### src/design/lhr_pkg.sv
// Types, constants and the per-coefficient datapath function of the reconciliation block.
package lhr_pkg;

  // Field widths.
  localparam int unsigned CoefW = 14;
  localparam int unsigned HintW = 2;

  // Modulus and derived widths.
  localparam int unsigned Q     = 12289;
  localparam int unsigned XW    = 18;  // 8*coef + 4*q holds below 2^18
  localparam int unsigned TW    = 4;   // floor(x/q) is at most 14
  localparam int unsigned CandW = 3;   // candidates are at most 7
  localparam int unsigned DistW = 14;  // each distance is at most q
  localparam int unsigned SumW  = 16;  // four distances sum to at most 4q
  localparam int unsigned TMax  = 14;

  localparam logic [XW-1:0]   DitherOff = XW'(4 * Q);
  localparam logic [XW-1:0]   TwoQ      = XW'(2 * Q);
  localparam logic [SumW-1:0] FlagThr   = SumW'(2 * Q);

  typedef logic [CoefW-1:0] coef_t;
  typedef logic [HintW-1:0] hint_t;

  // Both rounding candidates and the distance for one coefficient.
  typedef struct packed {
    logic [CandW-1:0] ca;
    logic [CandW-1:0] cb;
    logic [DistW-1:0] distance;
  } coef_res_t;

  // The quotient comes from parallel compares against the multiples of q.
  function automatic coef_res_t lhr_coef(input coef_t coef, input logic dither);
    logic [XW-1:0]  x;
    logic [TW-1:0]  t;
    logic [TW:0]    t_inc;
    logic [XW-1:0]  m;
    logic [XW-1:0]  diff;
    coef_res_t      res;
    x = {1'b0, coef, 3'b000} + (dither ? DitherOff : '0);
    t = '0;
    for (int k = 1; k <= TMax; k++) begin
      if (x >= XW'(k * Q)) begin
        t = TW'(k);
      end
    end
    t_inc        = {1'b0, t} + (TW+1)'(1);
    res.ca       = t_inc[CandW:1];
    res.cb       = t[TW-1:1];
    m            = XW'(res.ca) * TwoQ;
    diff         = (x >= m) ? (x - m) : (m - x);
    res.distance = diff[DistW-1:0];
    return res;
  endfunction

endpackage

### src/design/lattice_help_reconciliation_top.sv
// Top level of the reconciliation hint generator for q = 12289.
//
// Usage: the input channel takes one group of four coefficients (positions
// j, j+256, j+512, j+768) and the dither bit of that group; the output
// channel returns the four 2-bit hints of the group. Both channels use a
// valid and stall handshake: an item moves on an edge where valid is high
// and stall is low.
// Path: an accepted item is registered in the input stage, passes the
// hint logic and lands in the result register once that register can
// advance, and is then offered on the output until it is taken.
// Throughput: one item per cycle while the output is not stalled; the
// per-coefficient quotient, distance sum and flag compare all fit
// between the input and result registers.
// Stalls: while the receiver stalls, the result register holds its item
// and the input stage can still take one more; the input is stalled only
// when both stages are full and the output is stalled.
// Reset: both stages are emptied and no item is offered.
module lattice_help_reconciliation_top (
  input  logic          clk_i,
  input  logic          rst_ni,
  input  logic          in_valid_i,
  output logic          in_stall_o,
  input  lhr_pkg::coef_t coef_a_i,
  input  lhr_pkg::coef_t coef_b_i,
  input  lhr_pkg::coef_t coef_c_i,
  input  lhr_pkg::coef_t coef_d_i,
  input  logic          random_bit_i,
  output logic          out_valid_o,
  input  logic          out_stall_i,
  output lhr_pkg::hint_t hint_a_o,
  output lhr_pkg::hint_t hint_b_o,
  output lhr_pkg::hint_t hint_c_o,
  output lhr_pkg::hint_t hint_d_o
);
  import lhr_pkg::*;

  logic      in_valid_q;
  coef_t     coef_q [4];
  logic      bit_q;
  logic      out_valid_q;
  hint_t     hint_a_q, hint_b_q, hint_c_q, hint_d_q;
  hint_t     hint_a_d, hint_b_d, hint_c_d, hint_d_d;
  logic      out_adv;
  logic      in_adv;
  coef_res_t res [4];
  logic [SumW-1:0]  dist_sum;
  logic             flag;
  logic [CandW-1:0] s [4];

  // Stage advance control.
  assign out_adv    = !out_valid_q || !out_stall_i;
  assign in_adv     = !in_valid_q || out_adv;
  assign in_stall_o = !in_adv;

  // Input stage control.
  always_ff @(posedge clk_i or negedge rst_ni) begin
    if (!rst_ni) begin
      in_valid_q <= 1'b0;
    end else if (in_adv) begin
      in_valid_q <= in_valid_i;
    end
  end

  // Input stage payload.
  always_ff @(posedge clk_i) begin
    if (in_valid_i && in_adv) begin
      coef_q[0] <= coef_a_i;
      coef_q[1] <= coef_b_i;
      coef_q[2] <= coef_c_i;
      coef_q[3] <= coef_d_i;
      bit_q     <= random_bit_i;
    end
  end

  // Candidates and distances for each coefficient of the group.
  always_comb begin
    for (int i = 0; i < 4; i++) begin
      res[i] = lhr_coef(coef_q[i], bit_q);
    end
  end

  // Distance sum, selection flag and the chosen candidates.
  always_comb begin
    dist_sum = SumW'(res[0].distance) + SumW'(res[1].distance)
             + SumW'(res[2].distance) + SumW'(res[3].distance);
    flag     = (dist_sum >= FlagThr);
    for (int i = 0; i < 4; i++) begin
      s[i] = flag ? res[i].cb : res[i].ca;
    end
  end

  // Hints a-c are differences mod 4 to s[3]; d is s[3] bit 0 and flag.
  always_comb begin
    hint_a_d = s[0][HintW-1:0] - s[3][HintW-1:0];
    hint_b_d = s[1][HintW-1:0] - s[3][HintW-1:0];
    hint_c_d = s[2][HintW-1:0] - s[3][HintW-1:0];
    hint_d_d = {s[3][0], flag};
  end

  // Result stage control.
  always_ff @(posedge clk_i or negedge rst_ni) begin
    if (!rst_ni) begin
      out_valid_q <= 1'b0;
    end else if (out_adv) begin
      out_valid_q <= in_valid_q;
    end
  end

  // Result stage payload.
  always_ff @(posedge clk_i) begin
    if (in_valid_q && out_adv) begin
      hint_a_q <= hint_a_d;
      hint_b_q <= hint_b_d;
      hint_c_q <= hint_c_d;
      hint_d_q <= hint_d_d;
    end
  end

  assign out_valid_o = out_valid_q;
  assign hint_a_o    = hint_a_q;
  assign hint_b_o    = hint_b_q;
  assign hint_c_o    = hint_c_q;
  assign hint_d_o    = hint_d_q;

endmodule

### config.mk
export PLATFORM = sky130hd
export DESIGN_NAME = lattice_help_reconciliation_top
export DESIGN_NICKNAME = d
export VERILOG_FILES = /design/src/design/lhr_pkg.sv /design/src/design/lattice_help_reconciliation_top.sv
export SDC_FILE = /design/constraint.sdc
export NUM_CORES = 1
export LEC_CHECK = 0
export ABC_AREA = 1
export BUFFER_PORTS_ARGS = -buffer_cell sky130_fd_sc_hd__buf_4
export CORE_MARGIN = 10
export CORE_UTILIZATION = 40
export DETAILED_ROUTE_END_ITERATION = 16
export PLACE_DENSITY = 0.66
export SETUP_SLACK_MARGIN = 0.05
export SLEW_MARGIN = 40
export SYNTH_ARGS = -nofsm -noshare
export SYNTH_HDL_FRONTEND = slang
export SYNTH_SLANG_ARGS = --single-unit
### constraint.sdc
create_clock -name clk_i -period 18.6 [get_ports clk_i]
set_clock_uncertainty 0.05 [all_clocks]
set_input_delay 0.93 -clock clk_i [delete_from_list [all_inputs] [get_ports clk_i]]
set_output_delay 0.93 -clock clk_i [all_outputs]
set_load 0.1 [all_outputs]
Word level (Yosys, flattened, before mapping)
Memories as Yosys holds them, arrays and structs flattened. Cells that the tools add are included.

Register bits after elaboration: 11. Memory bits (writable): 56. Input port bits: 61. Logic and storage cells: 170. Memories kept: 1.

Add/subtract/negate cells: 22. Multipliers: 4. Magnitude comparators: 61. Mux-type cells: 67. Reduce and logical (&&, ||, !) cells: 8.

Memory list: coef_q (depth 4, width 14, rd ports 4, clocked after Yosys merged registers in 0, write ports 4, line lattice_help_reconciliation_top.sv:38) `coef_t coef_q [4];`.

Operator list (count): 18-bit by 17-bit >= comparator with 1-bit output, second input constant (20); 18-bit >= comparator, second input constant (16); 18-bit by 16-bit >= comparator with 1-bit output, second input constant (12); 4-bit 2-to-1 mux (52); 14-bit subtractor (8); 17-bit by 16-bit adder with 18-bit output (4); 18-bit by 14-bit >= comparator with 1-bit output, second input constant (4); 18-bit by 15-bit >= comparator with 1-bit output, second input constant (4); 18-bit >= comparator (4); 3-bit by 14-bit multiplier with 17-bit output, second input constant (4); 14-bit 2-to-1 mux (4); 15-bit by 14-bit adder with 16-bit output (1); 16-bit by 14-bit adder with 16-bit output (1); 4-bit by 1-bit adder with 4-bit output, second input constant (4); 16-bit by 15-bit >= comparator with 1-bit output, second input constant (1); 16-bit 2-to-1 mux (1); 14-bit by 14-bit adder with 15-bit output (1); 2-bit 2-to-1 mux (4); 1-bit 2-to-1 mux (6); 2-bit subtractor (3); 1-bit logical NOT (4); 1-bit logical AND (2); 1-bit logical OR (2).

Logic depth before layout (Yosys ltp)
Gate-level depths: netlist of run 1.

Word-level depth: 27. Mapped depth: 71.

Worst setup path before layout of run 1
OpenSTA, ideal clock, no wires.

Path type: flip-flop to flip-flop. Start point: register bit_q. End point: register hint_a_q[1], in the netlist hint_a_o[1] (data pin). Arrival: 8.848 ns. Required time: 18.298 ns. Slack: 9.449 ns. Stages on the path, launching flop included: 65. Cells stage by stage: edfxtp_1 > inv_1 > fa_1 > nand2_1 > nand2_1 > nor2_1 > inv_1 > nor2_1 > nand2_1 > nor2_1 > nand2_1 > nand2_1 > nand2_1 > nand2_1 > nand2_1 > nand2_1 > nand2_1 > nand2_1 > (+29 left out) > nand2_1 > nand2_1 > nor2_2 > nor2_1 > nor2_4 > nand3_1 > nor2_2 > nand3_2 > nand3_4 > buf_4 > nand2_1 > o21ai_1 > ha_1 > inv_1 > nand2_1 > nand2_1 > nand2_1 > nand2_1.

Word-level cells in the longest chain between the ends: 27. Elaborated cells on any way between the ends: 148. Classes of those cells: 20 x add/sub; 4 x mul; 61 x order compare; 63 x mux.

RTL lines: start: declaration (line lattice_help_reconciliation_top.sv:39) `logic bit_q;`; start signal: assignment (line lattice_help_reconciliation_top.sv:71) `bit_q <= random_bit_i;`; 16-bit 2-to-1 mux (*) (line lhr_pkg.sv:39) `x = {1'b0, coef, 3'b000} + (dither ? DitherOff : '0);`; 17-bit by 16-bit adder with 18-bit output (line lhr_pkg.sv:39); 18-bit by 14-bit >= comparator with 1-bit output (line lhr_pkg.sv:42) `if (x >= XW'(k * Q)) begin`; 1-bit 2-to-1 mux (line lhr_pkg.sv:42); 4-bit 2-to-1 mux (13 in series) (line lhr_pkg.sv:42); 4-bit by 1-bit adder with 4-bit output (line lhr_pkg.sv:46) `t_inc = {1'b0, t} + (TW+1)'(1);`; 3-bit by 14-bit multiplier with 17-bit output (line lhr_pkg.sv:49) `m = XW'(res.ca) * TwoQ;`; 18-bit >= comparator / 14-bit subtractor (equally long branches) (line lhr_pkg.sv:50) `diff = (x >= m) ? (x - m) : (m - x);`; (+2 left out); 15-bit by 14-bit adder with 16-bit output (line lattice_help_reconciliation_top.sv:85) `+ SumW'(res[2].distance) + SumW'(res[3].distance);`; 16-bit by 14-bit adder with 16-bit output (*) (line lattice_help_reconciliation_top.sv:85); 16-bit by 15-bit >= comparator with 1-bit output (*) (line lattice_help_reconciliation_top.sv:86) `flag = (dist_sum >= FlagThr);`; net flag (line lattice_help_reconciliation_top.sv:47) `logic flag;`; 2-bit 2-to-1 mux (*) (line lattice_help_reconciliation_top.sv:88) `s[i] = flag ? res[i].cb : res[i].ca;`; net hint_d_d[1] (line lattice_help_reconciliation_top.sv:42) `hint_t hint_a_d, hint_b_d, hint_c_d, hint_d_d;`; 2-bit subtractor (*) (line lattice_help_reconciliation_top.sv:94) `hint_a_d = s[0][HintW-1:0] - s[3][HintW-1:0];`; net hint_a_d[1] (line lattice_help_reconciliation_top.sv:42); end signal: assignment (line lattice_help_reconciliation_top.sv:112) `hint_a_q <= hint_a_d;`; end: declaration (line lattice_help_reconciliation_top.sv:41) `hint_t hint_a_q, hint_b_q, hint_c_q, hint_d_q;`.

The timed path passes the listed nets; every way through them passes the cells marked *. A chain may end at the register's enable or synchronous reset.

Worst setup path in the final report of run 1
Start point: register bit_q. End point: register hint_c_q[1], in the netlist hint_c_o[1] (data pin).

Word-level cells in the longest chain between the ends: 27. Elaborated cells on any way between the ends: 148. Classes of those cells: 20 x add/sub; 4 x mul; 61 x order compare; 63 x mux.

RTL lines: 16-bit 2-to-1 mux (*) (line lhr_pkg.sv:39); 17-bit by 16-bit adder with 18-bit output (line lhr_pkg.sv:39); 18-bit by 14-bit >= comparator with 1-bit output (line lhr_pkg.sv:42); 1-bit 2-to-1 mux (line lhr_pkg.sv:42); 4-bit 2-to-1 mux (13 in series) (line lhr_pkg.sv:42); 4-bit by 1-bit adder with 4-bit output (line lhr_pkg.sv:46); 3-bit by 14-bit multiplier with 17-bit output (line lhr_pkg.sv:49); 18-bit >= comparator / 14-bit subtractor (equally long branches) (line lhr_pkg.sv:50); 14-bit 2-to-1 mux (line lhr_pkg.sv:50); 14-bit by 14-bit adder with 15-bit output (line lattice_help_reconciliation_top.sv:84) `dist_sum = SumW'(res[0].distance) + SumW'(res[1].distance)`; 15-bit by 14-bit adder with 16-bit output (line lattice_help_reconciliation_top.sv:85); 16-bit by 14-bit adder with 16-bit output (line lattice_help_reconciliation_top.sv:85); 16-bit by 15-bit >= comparator with 1-bit output (line lattice_help_reconciliation_top.sv:86); 2-bit 2-to-1 mux (*) (line lattice_help_reconciliation_top.sv:88); net hint_d_d[1] (line lattice_help_reconciliation_top.sv:42); 2-bit subtractor (*) (line lattice_help_reconciliation_top.sv:96) `hint_c_d = s[2][HintW-1:0] - s[3][HintW-1:0];`; net hint_c_d[1] (line lattice_help_reconciliation_top.sv:42); end signal: assignment (line lattice_help_reconciliation_top.sv:114) `hint_c_q <= hint_c_d;`; end: declaration (line lattice_help_reconciliation_top.sv:41).

Marks and branches as above.

==> impl_metrics.json, run 1 <==
{
  "critical_path_class": "register to register",
  "clockRootBuffer": "clkbuf_16",
  "drc": 0,
  "die_x_um": 175,
  "io_pins": 71,
  "cts_made_buffers": 9,
  "synth.distinct_cells": 57,
  "outcome": "completed",
  "finalSetupViolCount": 0,
  "area_growth_pct": 12.5,
  "clock_path_buffers": 2,
  "start_util_pct": 40.7,
  "final_core_util_pct": 45.8,
  "grt_pass1_vias": 8850,
  "post_drt_wl_per_cell_um": 14.6,
  "clock-sinks": 67,
  "path_clk_slew_ns": 0.07,
  "place.detailed.hpwl_mm": 21.5,
  "gp_congestion": 0.942,
  "grt_overflow": 0,
  "drive_gt1_share_pct": 12.2,
  "fin_cells": 1802,
  "core_um2": 23500,
  "rows": 56,
  "placedCellCount": 1786,
  "async_reset_ff_share_pct": 2.99,
  "path_max_fanout": 22,
  "vias_per_cell": 5.05,
  "synth_fp_nets": 1590,
  "crit_path_end_kind": "register",
  "arrival_ns": 10.25,
  "avgSynthCellArea_um2": 6.82,
  "vias": 9109,
  "ctsHoldBuffers": 0,
  "drv_slew": 0,
  "start_kind": "register",
  "slew_headroom_pct": 50.8,
  "cts_resized": 0,
  "clk_latency_ns": 0.36,
  "grt_use_total_pct": 17.2,
  "grt_first_pass_wirelength_mm": 43.9,
  "synth_cells": 1406,
  "slowest_delay_ns": 0.56,
  "min_period_ns": 10.20,
  "finalHoldViolCount": 0,
  "synthTopCellsByArea": "edfxtp_1 20%, nand2_1 14%, ha_1 11%",
  "htreeDepth": 3,
  "yosysSeqAreaShare_pct": 20.9,
  "drt_pass1_iterations": 6,
  "ys_warn_count": 0,
  "drtIter0Drc": 777,
  "ys_ff_latch": 67,
  "synth_enable_flop_cells": 65,
  "synth.largest_area_cell": "edfxtp_1",
  "grt_start_max_net_pins": 58,
  "ant_nets": 0,
  "cp_top_family": "simple AND/OR/NAND/NOR gates",
  "die_area_um2": 30600,
  "worstMarginPinSlew_ns": 0.738,
  "final_nets": 1662,
  "crit_slowest_cell": "fa_1",
  "antenna_cells": 0,
  "die_h_um": 175,
  "io_buffers": 70,
  "max_cap_violations": 0,
  "crit_required_ns": 18.65,
  "min_period_over_period_pct": 54.8,
  "routed_wl_mm": 26.2,
  "min_path_type": "input pin to asynchronous set/reset pin",
  "path_common_cell": "nand2_1",
  "max_freq_ghz": 0.0980,
  "yosysTopAreaCellShare_pct": 20.4,
  "rsz0062_at_grt": "false",
  "antenna_found_initial": 1,
  "synthesis.area_um2": 9590,
  "fin_setup_tns_ns": 0,
  "cts_tree": "yes",
  "cts_setup_buffers": 0,
  "crit_buf_inv": 10,
  "ys.flop_type": "edfxtp_1"
}
==> cell usage in the layout (no fill, tap or decap), types with 7 or more instances in the layout <==
cell type	instances
o211ai_1	7
o21ai_0	54
inv_2	25
nor2_4	9
nor2_1	123
clkbuf_16	9
nand2_1	368
nor2_2	20
o21ai_1	22
xor2_1	34
edfxtp_1	65
nor3_1	19
inv_1	260
nand4_1	19
fa_1	38
xnor2_1	14
buf_4	72
nand2_2	14
a21oi_1	57
ha_1	85
nand3_1	74
a31oi_1	8
==> area by class of cell <==
cell class,count,area (um^2)
fill,2362,12800
multi-input combinational,1041,6440
sequential,67,2000
inverter,287,1080
timing repair buffer,72,541
tap,319,399
clock buffer,9,225
clock inverter,7,105
==> sequential cells by signal (all words and copies together) (netlist names) <==
register / cells
bit_q: 1
coef_q: 56
hint_a_o: 2
hint_b_o: 2
hint_c_o: 2
hint_d_o: 2
in_valid_q: 1
out_valid_o: 1
==> worst paths after layout <==
kind | startpoint | endpoint | slack [ns] | depth (start not counted)
setup / recovery | bit_q | hint_c_o[1] | 8.40 | 61
hold / removal | rst_ni | in_valid_q | 0.30 | 1
setup reg to reg | bit_q | hint_c_o[1] | 8.40 | 61
hold reg to reg | in_valid_q | out_valid_o | 0.42 | 2
max in group asynchronous | rst_ni | out_valid_o | 18.12 | 1
min in group clk_i | in_valid_q | out_valid_o | 0.42 | 2
==> worst register-to-register path, delay by kind of cell, from the launching register on <==
kind	cells	cell delay [ns]
compound gates	6	0.89
xor+xnor	1	0.18
buf+inv	10	1.40
flops	1	0.32
fa+ha+maj	10	3.50
simple gates	34	3.55
==> synthesized netlist by cell type (7+ instances only) <==
| cell type | number |
|---|---|
| a31oi_1 | 8 |
| nand2_1 | 368 |
| ha_1 | 85 |
| inv_1 | 262 |
| a21oi_1 | 57 |
| o21ai_0 | 54 |
| xnor2_1 | 14 |
| fa_1 | 38 |
| nand3_1 | 74 |
| nor2_4 | 9 |
| nor2_2 | 20 |
| nand2_2 | 14 |
| inv_2 | 23 |
| o21ai_1 | 22 |
| nor3_1 | 19 |
| nand4_1 | 19 |
| nor2_1 | 123 |
| xor2_1 | 34 |
| o211ai_1 | 7 |
| edfxtp_1 | 65 |
==> kinds of logic after synthesis <==
family | after synthesis | share of synthesized area, %
multiplexers | 5 | 0.522
buffers and inverters | 298 | 11.9
XOR/XNOR | 51 | 4.89
AND/OR/NAND/NOR | 672 | 31.1
flip-flops | 67 | 20.9
AO/OA/AOI/OAI | 190 | 11.7
adder cells (fa/ha/maj) | 123 | 19.0
==> through the flow <==
step | hold slack [ns] | worst slack [ns] | instance area [um^2]
2_1_floorplan | 0.383 | 9.45 | 9590
4_1_cts | 0.291 | 8.43 | 10800
5_1_grt | 0.290 | 7.39 | 10800
3_3_place_gp | 0.390 | 8.38 | 10500
3_5_place_dp | 0.404 | 8.46 | 10500
6_report | 0.297 | 8.40 | 10800
==> per-layer routing <==
layer  GRT usage (%)  up-vias  wire, um
met5               0        -         0
met2            27.4      334     11700
met3            3.04       34      1830
li1                -     4646         -
met4            4.80        0       545
met1            23.2     4095     12100
Power of run 1 is not shown: default switching activity piles up to over one toggle a cycle in this logic, so the estimate is an artifact.
==> run 2: changes to the inputs <==
--- a/config.mk
+++ b/config.mk
@@ -5,7 +5,7 @@
 export SDC_FILE = /design/constraint.sdc
 export NUM_CORES = 1
 export LEC_CHECK = 0
-export ABC_AREA = 1
+export ABC_AREA = 0
 export BUFFER_PORTS_ARGS = -buffer_cell sky130_fd_sc_hd__buf_4
 export CORE_MARGIN = 10
 export CORE_UTILIZATION = 40
==> constraint.sdc (replaced) <==
create_clock -name clk_i -period 9.71 [get_ports clk_i]
set_clock_uncertainty 0.05 [all_clocks]
set_input_delay 0.4855 -clock clk_i [delete_from_list [all_inputs] [get_ports clk_i]]
set_output_delay 0.4855 -clock clk_i [all_outputs]
set_load 0.1 [all_outputs]
==> impl_metrics.json, run 2 <==
{
  "outcome": "completed",
  "die_area_um2": 26200,
  "pre_cts_slack_ns": -0.0223,
  "yosys-top-cells-count": "116 x inv_1, 85 x ha_1, 82 x nor2_1, 68 x a21oi_1, 65 x edfxtp_1",
  "slowest_delay_ns": 0.57,
  "ys_warn_count": 0,
  "start_kind": "register",
  "clk_latency_ns": 0.35,
  "vias": 7242,
  "min_period_ns": 9.27,
  "antenna_cells": 0,
  "crit_slowest_cell": "or4_4",
  "clockRootBuffer": "clkbuf_16",
  "io_pins": 71,
  "grt_start_max_net_pins": 58,
  "drc": 0,
  "synthTopCellsByArea": "edfxtp_1 24%, ha_1 13%, fa_1 9.5%",
  "synthMostInstantiatedCell": "inv_1",
  "avgSynthCellArea_um2": 8.65,
  "seq_area_um2": 2000,
  "synth.distinct_cells": 74,
  "cp_top_family": "adder cells",
  "ys.flop_type": "edfxtp_1",
  "yosysTopAreaCellShare_pct": 24.3,
  "crit_buf_inv": 4,
  "path_max_fanout": 22,
  "final_nets": 1205,
  "io_buffers": 70,
  "die_h_um": 162,
  "layout_common_cells": "111 x inv_1, 105 x buf_4, 80 x nor2_1",
  "fin_ws_ns": 0.438,
  "finalHoldViolCount": 0,
  "cts_made_buffers": 9,
  "path_common_cell": "ha_1",
  "core_um2": 19700,
  "gp_congestion": 0.959,
  "layout_commonest_cell": "inv_1",
  "multi_input_area_um2": 5790,
  "regMostFlops": "coef_q",
  "synthesis.area_um2": 8050,
  "ys_ff_latch": 67,
  "clock_path_buffers": 2,
  "fin_area_um2": 9690,
  "drive_gt1_share_pct": 19.6,
  "grt_use_total_pct": 16.3,
  "min_period_over_period_pct": 95.5,
  "synth.largest_area_cell": "edfxtp_1",
  "arrival_ns": 9.33,
  "place.detailed.hpwl_mm": 16.9,
  "critical_path_class": "register to register",
  "wl_met1_mm": 9.79,
  "met3_length_mm": 1.21,
  "drv_slew": 0,
  "drt_pass1_iterations": 5,
  "slew_headroom_pct": 50.9,
  "cts_tree": "yes",
  "synth_fp_nets": 1114,
  "antenna_found_initial": 0,
  "max_freq_ghz": 0.108,
  "grt_pass1_vias": 6969,
  "grt_first_pass_wirelength_mm": 35.0,
  "crit_required_ns": 9.77,
  "synth_enable_flop_cells": 65,
  "grt_overflow": 0,
  "largest_reg_flops": 56,
  "async_reset_ff_share_pct": 2.99,
  "routed_wl_mm": 22.1,
  "start_util_pct": 40.9,
  "fillers": 1906,
  "drtIter0Drc": 617,
  "crit_path_end_kind": "register",
  "finalSetupViolCount": 0,
  "min_path_type": "input pin to register",
  "rows": 51,
  "post_drt_wl_per_cell_um": 17.1,
  "clock-sinks": 67,
  "die_x_um": 162,
  "yosysSeqAreaShare_pct": 24.9,
  "area_growth_pct": 20.4,
  "vias_per_cell": 5.61,
  "path_clk_slew_ns": 0.07,
  "max_cap_violations": 0,
  "wl_met2_mm": 10.5,
  "worstMarginPinSlew_ns": 0.737,
  "placed_area_um2": 9070,
  "htreeDepth": 3,
  "highest_layer": "met4",
  "ant_nets": 0,
  "synth_cells": 930
}
==> run 2: changes by cell type after synthesis, sizes merged, moves of 24 or more <==
cell,before,now
clkbuf,1,26
nand3,80,26
o21ai,80,56
xnor2,15,39
inv,285,116
nand2,384,55
nor2,153,82
==> run 2: path summary, 6_finish.rpt <==
| kind | slack, ns | cells after the start | start | to |
|---|---|---|---|---|
| min in group asynchronous | 0.43 | 2 | rst_ni | out_valid_o |
| worst min-delay path | 0.26 | 1 | coef_a_i[11] | coef_q[0][11] |
| max in group asynchronous | 9.09 | 2 | rst_ni | in_valid_q |
| worst max register to register | 0.44 | 35 | coef_q[3][1] | hint_c_o[1] |
| worst max-delay path | 0.44 | 35 | coef_q[3][1] | hint_c_o[1] |
| worst min register to register | 0.42 | 1 | in_valid_q | out_valid_o |
==> run 2: area by class of cell <==
| class | instances | area share (%) |
|---|---|---|
| multi-input cells | 717 | 59.8 |
| flip-flops and latches | 67 | 20.7 |
| repair buffers | 109 | 8.68 |
| inverters | 117 | 4.61 |
| well taps | 265 | 3.42 |
| clock buffers | 13 | 2.69 |
| clock inverters | 3 | 0.155 |
==> run 2: per-stage QoR <==
step / std cells / hold slack (ns) / setup TNS, ns / utilization (%)
after floorplan: 930 / 0.140 / 0 / -
final: 1291 / 0.258 / 0 / 49.3
after global routing: 1291 / 0.248 / -0.0160 / 49.3
after CTS: 1282 / 0.250 / 0 / 47.6
after detailed placement: 1265 / 0.220 / -0.0223 / 46.1
after global placement: 1265 / 0.219 / 0 / 46.1
==> run 2: cells by family after synthesis <==
logic type,after synthesis,synth area share [%]
AO/OA/AOI/OAI,235,19.1
flip-flops,67,24.9
multiplexers,21,2.66
XOR/XNOR,66,7.18
AND/OR/NAND/NOR,269,16.3
buffers and inverters,147,6.97
adder cells (fa/ha/maj),125,22.9
==> run 2: worst register-to-register path, delay by kind of cell, from the launching register on <==
family / cells / cell delay (ns)
AOI/OAI and AO/OA: 10 / 2.11
xor gates and xnor gates: 5 / 0.84
adders and majority gates: 9 / 2.95
buffers and inverters: 4 / 0.32
DFF: 1 / 0.50
muxes: 2 / 0.48
and+or+nand+nor: 5 / 1.79
==> run 2: what timing repair did <==
item / in CTS / in global routing
endpoints found under the setup margin: 3 / 6
hold buffers: 1 / 0
pin swaps: 0 / 15
gates cloned: 0 / 1
setup buffers: 0 / 8
resized for setup: 1 / 58
hold endpoints to repair: 2 / 0
==> run 2: routing by layer <==
layer  track usage [%]  vias up
met3              2.83       40
met5                 0        -
li1                  -     3523
met4              6.74        0
met1              21.2     3436
met2              26.2      243
Power of run 2 is left out for the same reason.
==> run 3: changes to the inputs <==
--- a/config.mk
+++ b/config.mk
@@ -10,6 +10,7 @@
 export CORE_MARGIN = 10
 export CORE_UTILIZATION = 40
 export DETAILED_ROUTE_END_ITERATION = 16
+export MAX_ROUTING_LAYER = met4
 export PLACE_DENSITY = 0.66
 export SETUP_SLACK_MARGIN = 0.05
 export SLEW_MARGIN = 40
==> impl_metrics.json, run 3 (synthesized netlist as in run 2, its figures left out) <==
{
  "outcome": "completed",
  "routed_wl_mm": 22.6,
  "crit_buf_inv": 7,
  "rows": 51,
  "drt_pass1_iterations": 5,
  "crit_slowest_cell": "fa_2",
  "cts_tree": "yes",
  "io_pins": 71,
  "final_nets": 1214,
  "drtIter0Drc": 668,
  "die_x_um": 162,
  "ant_nets": 0,
  "path_common_cell": "ha_1",
  "r2r_end": "hint_a_o[1]",
  "start_kind": "register",
  "slew_headroom_pct": 50.5,
  "antenna_cells": 0,
  "multi_input_area_um2": 5750,
  "post_drt_wl_per_cell_um": 17.4,
  "largest_reg_flops": 56,
  "fillers": 1919,
  "regMostFlops": "coef_q",
  "die_h_um": 162,
  "slowest_delay_ns": 0.63,
  "rrSetupSlack_ns": 0.43,
  "placed_area_um2": 9050,
  "start_util_pct": 40.9,
  "place.detailed.hpwl_mm": 16.8,
  "cp_top_family": "adder cells",
  "grt_start_max_net_pins": 58,
  "finalHoldViolCount": 0,
  "finalSetupViolCount": 0,
  "io_buffers": 70,
  "die_area_um2": 26200,
  "path_clk_slew_ns": 0.07,
  "critPathCapture": "hint_a_o[1]",
  "crit_path_end_kind": "register",
  "r2r.worst_path.cells": 42,
  "layout_common_cells": "113 x inv_1, 110 x buf_4, 81 x nor2_1",
  "grt_overflow": 0,
  "vias_per_cell": 5.60,
  "drc": 0,
  "critical_path_class": "register to register",
  "fin_area_um2": 9720,
  "htreeDepth": 3,
  "area_growth_pct": 20.8,
  "grt_pass1_vias": 6898,
  "core_um2": 19700,
  "max_cap_violations": 0,
  "path_max_fanout": 11,
  "clock_path_buffers": 2,
  "worstMarginPinSlew_ns": 0.742,
  "fin_setup_tns_ns": 0,
  "seq_area_um2": 2000,
  "min_path_type": "input pin to register",
  "gp_congestion": 0.944,
  "grt_use_total_pct": 16.6,
  "max_freq_ghz": 0.108,
  "drv_slew": 0,
  "min_period_ns": 9.28,
  "cp-startpoint": "bit_q",
  "r2r_start": "bit_q",
  "fin_ws_ns": 0.433,
  "crit_required_ns": 9.76,
  "clk_latency_ns": 0.35,
  "clockRootBuffer": "clkbuf_16",
  "pre_cts_slack_ns": -0.0948,
  "crit_cells": 42,
  "holdPathStages": 1,
  "antenna_found_initial": 0,
  "layout_commonest_cell": "inv_1",
  "clock-sinks": 67,
  "arrival_ns": 9.33,
  "drive_gt1_share_pct": 19.1,
  "min_period_over_period_pct": 95.5,
  "cts_made_buffers": 9,
  "grt_first_pass_wirelength_mm": 34.6,
  "vias": 7276
}
## run 3: changes by cell type in the layout (fill, tap and decap cells not counted), sizes merged
cell	delta
buf	+7
clkinvlp	-1
clkbuf	+1
clkinv	+2
## run 3: timing repair
item | 4_1_cts | 5_1_grt
buffers inserted | 0 | 16
hold buffers | 1 | 0
hold endpoints to repair | 2 | 0
gates resized for setup | 2 | 51
pin swaps | 0 | 15
gates cloned | 0 | 5
setup endpoints to repair | 3 | 6
## run 3: worst min path at each step
stage                  from            end  slack (ns)
5_1_grt        coef_a_i[10]  coef_q[0][10]        0.25
2_1_floorplan        rst_ni     in_valid_q        0.14
3_5_place_dp         rst_ni     in_valid_q        0.22
3_3_place_gp         rst_ni    out_valid_o        0.22
6_report       coef_c_i[10]  coef_q[2][10]        0.25
4_1_cts         coef_a_i[0]   coef_q[0][0]        0.25
## run 3: worst register-to-register path, delay by kind of cell, from the launching register on
| family | cells | cell delay, ns |
|---|---|---|
| AOI/OAI and AO/OA | 12 | 2.52 |
| buffers and inverters | 7 | 0.65 |
| muxes | 1 | 0.35 |
| adders and majority gates | 12 | 3.80 |
| DFF | 1 | 0.48 |
| and+or+nand+nor | 6 | 0.59 |
| xor gates and xnor gates | 4 | 0.61 |
## run 3: metrics by stage
| step | hold WS (ns) | std cells | util (%) |
|---|---|---|---|
| after CTS | 0.245 | 1279 | 47.4 |
| after global routing | 0.249 | 1300 | 49.5 |
| after floorplan | 0.140 | 930 | - |
| final | 0.254 | 1300 | 49.5 |
| after detailed placement | 0.221 | 1262 | 46.0 |
| after global placement | 0.219 | 1262 | 46.0 |
## run 3: cell type report
type,instances,area share [%]
inverters,117,4.56
clock buffers,12,2.43
repair buffers,118,9.72
flip-flops and latches,67,20.6
well taps,265,3.41
multi-input cells,717,59.1
clock inverters,4,0.180
## run 3: layer usage
metal | wire, um | global-route usage, % | vias to the layer above
met5 | 0 | - | -
met3 | 1260 | 2.15 | 31
met4 | 488 | 5.38 | 0
li1 | - | - | 3537
met2 | 10900 | 26.5 | 257
met1 | 9890 | 21.4 | 3451
Power of run 3 is left out for the same reason.
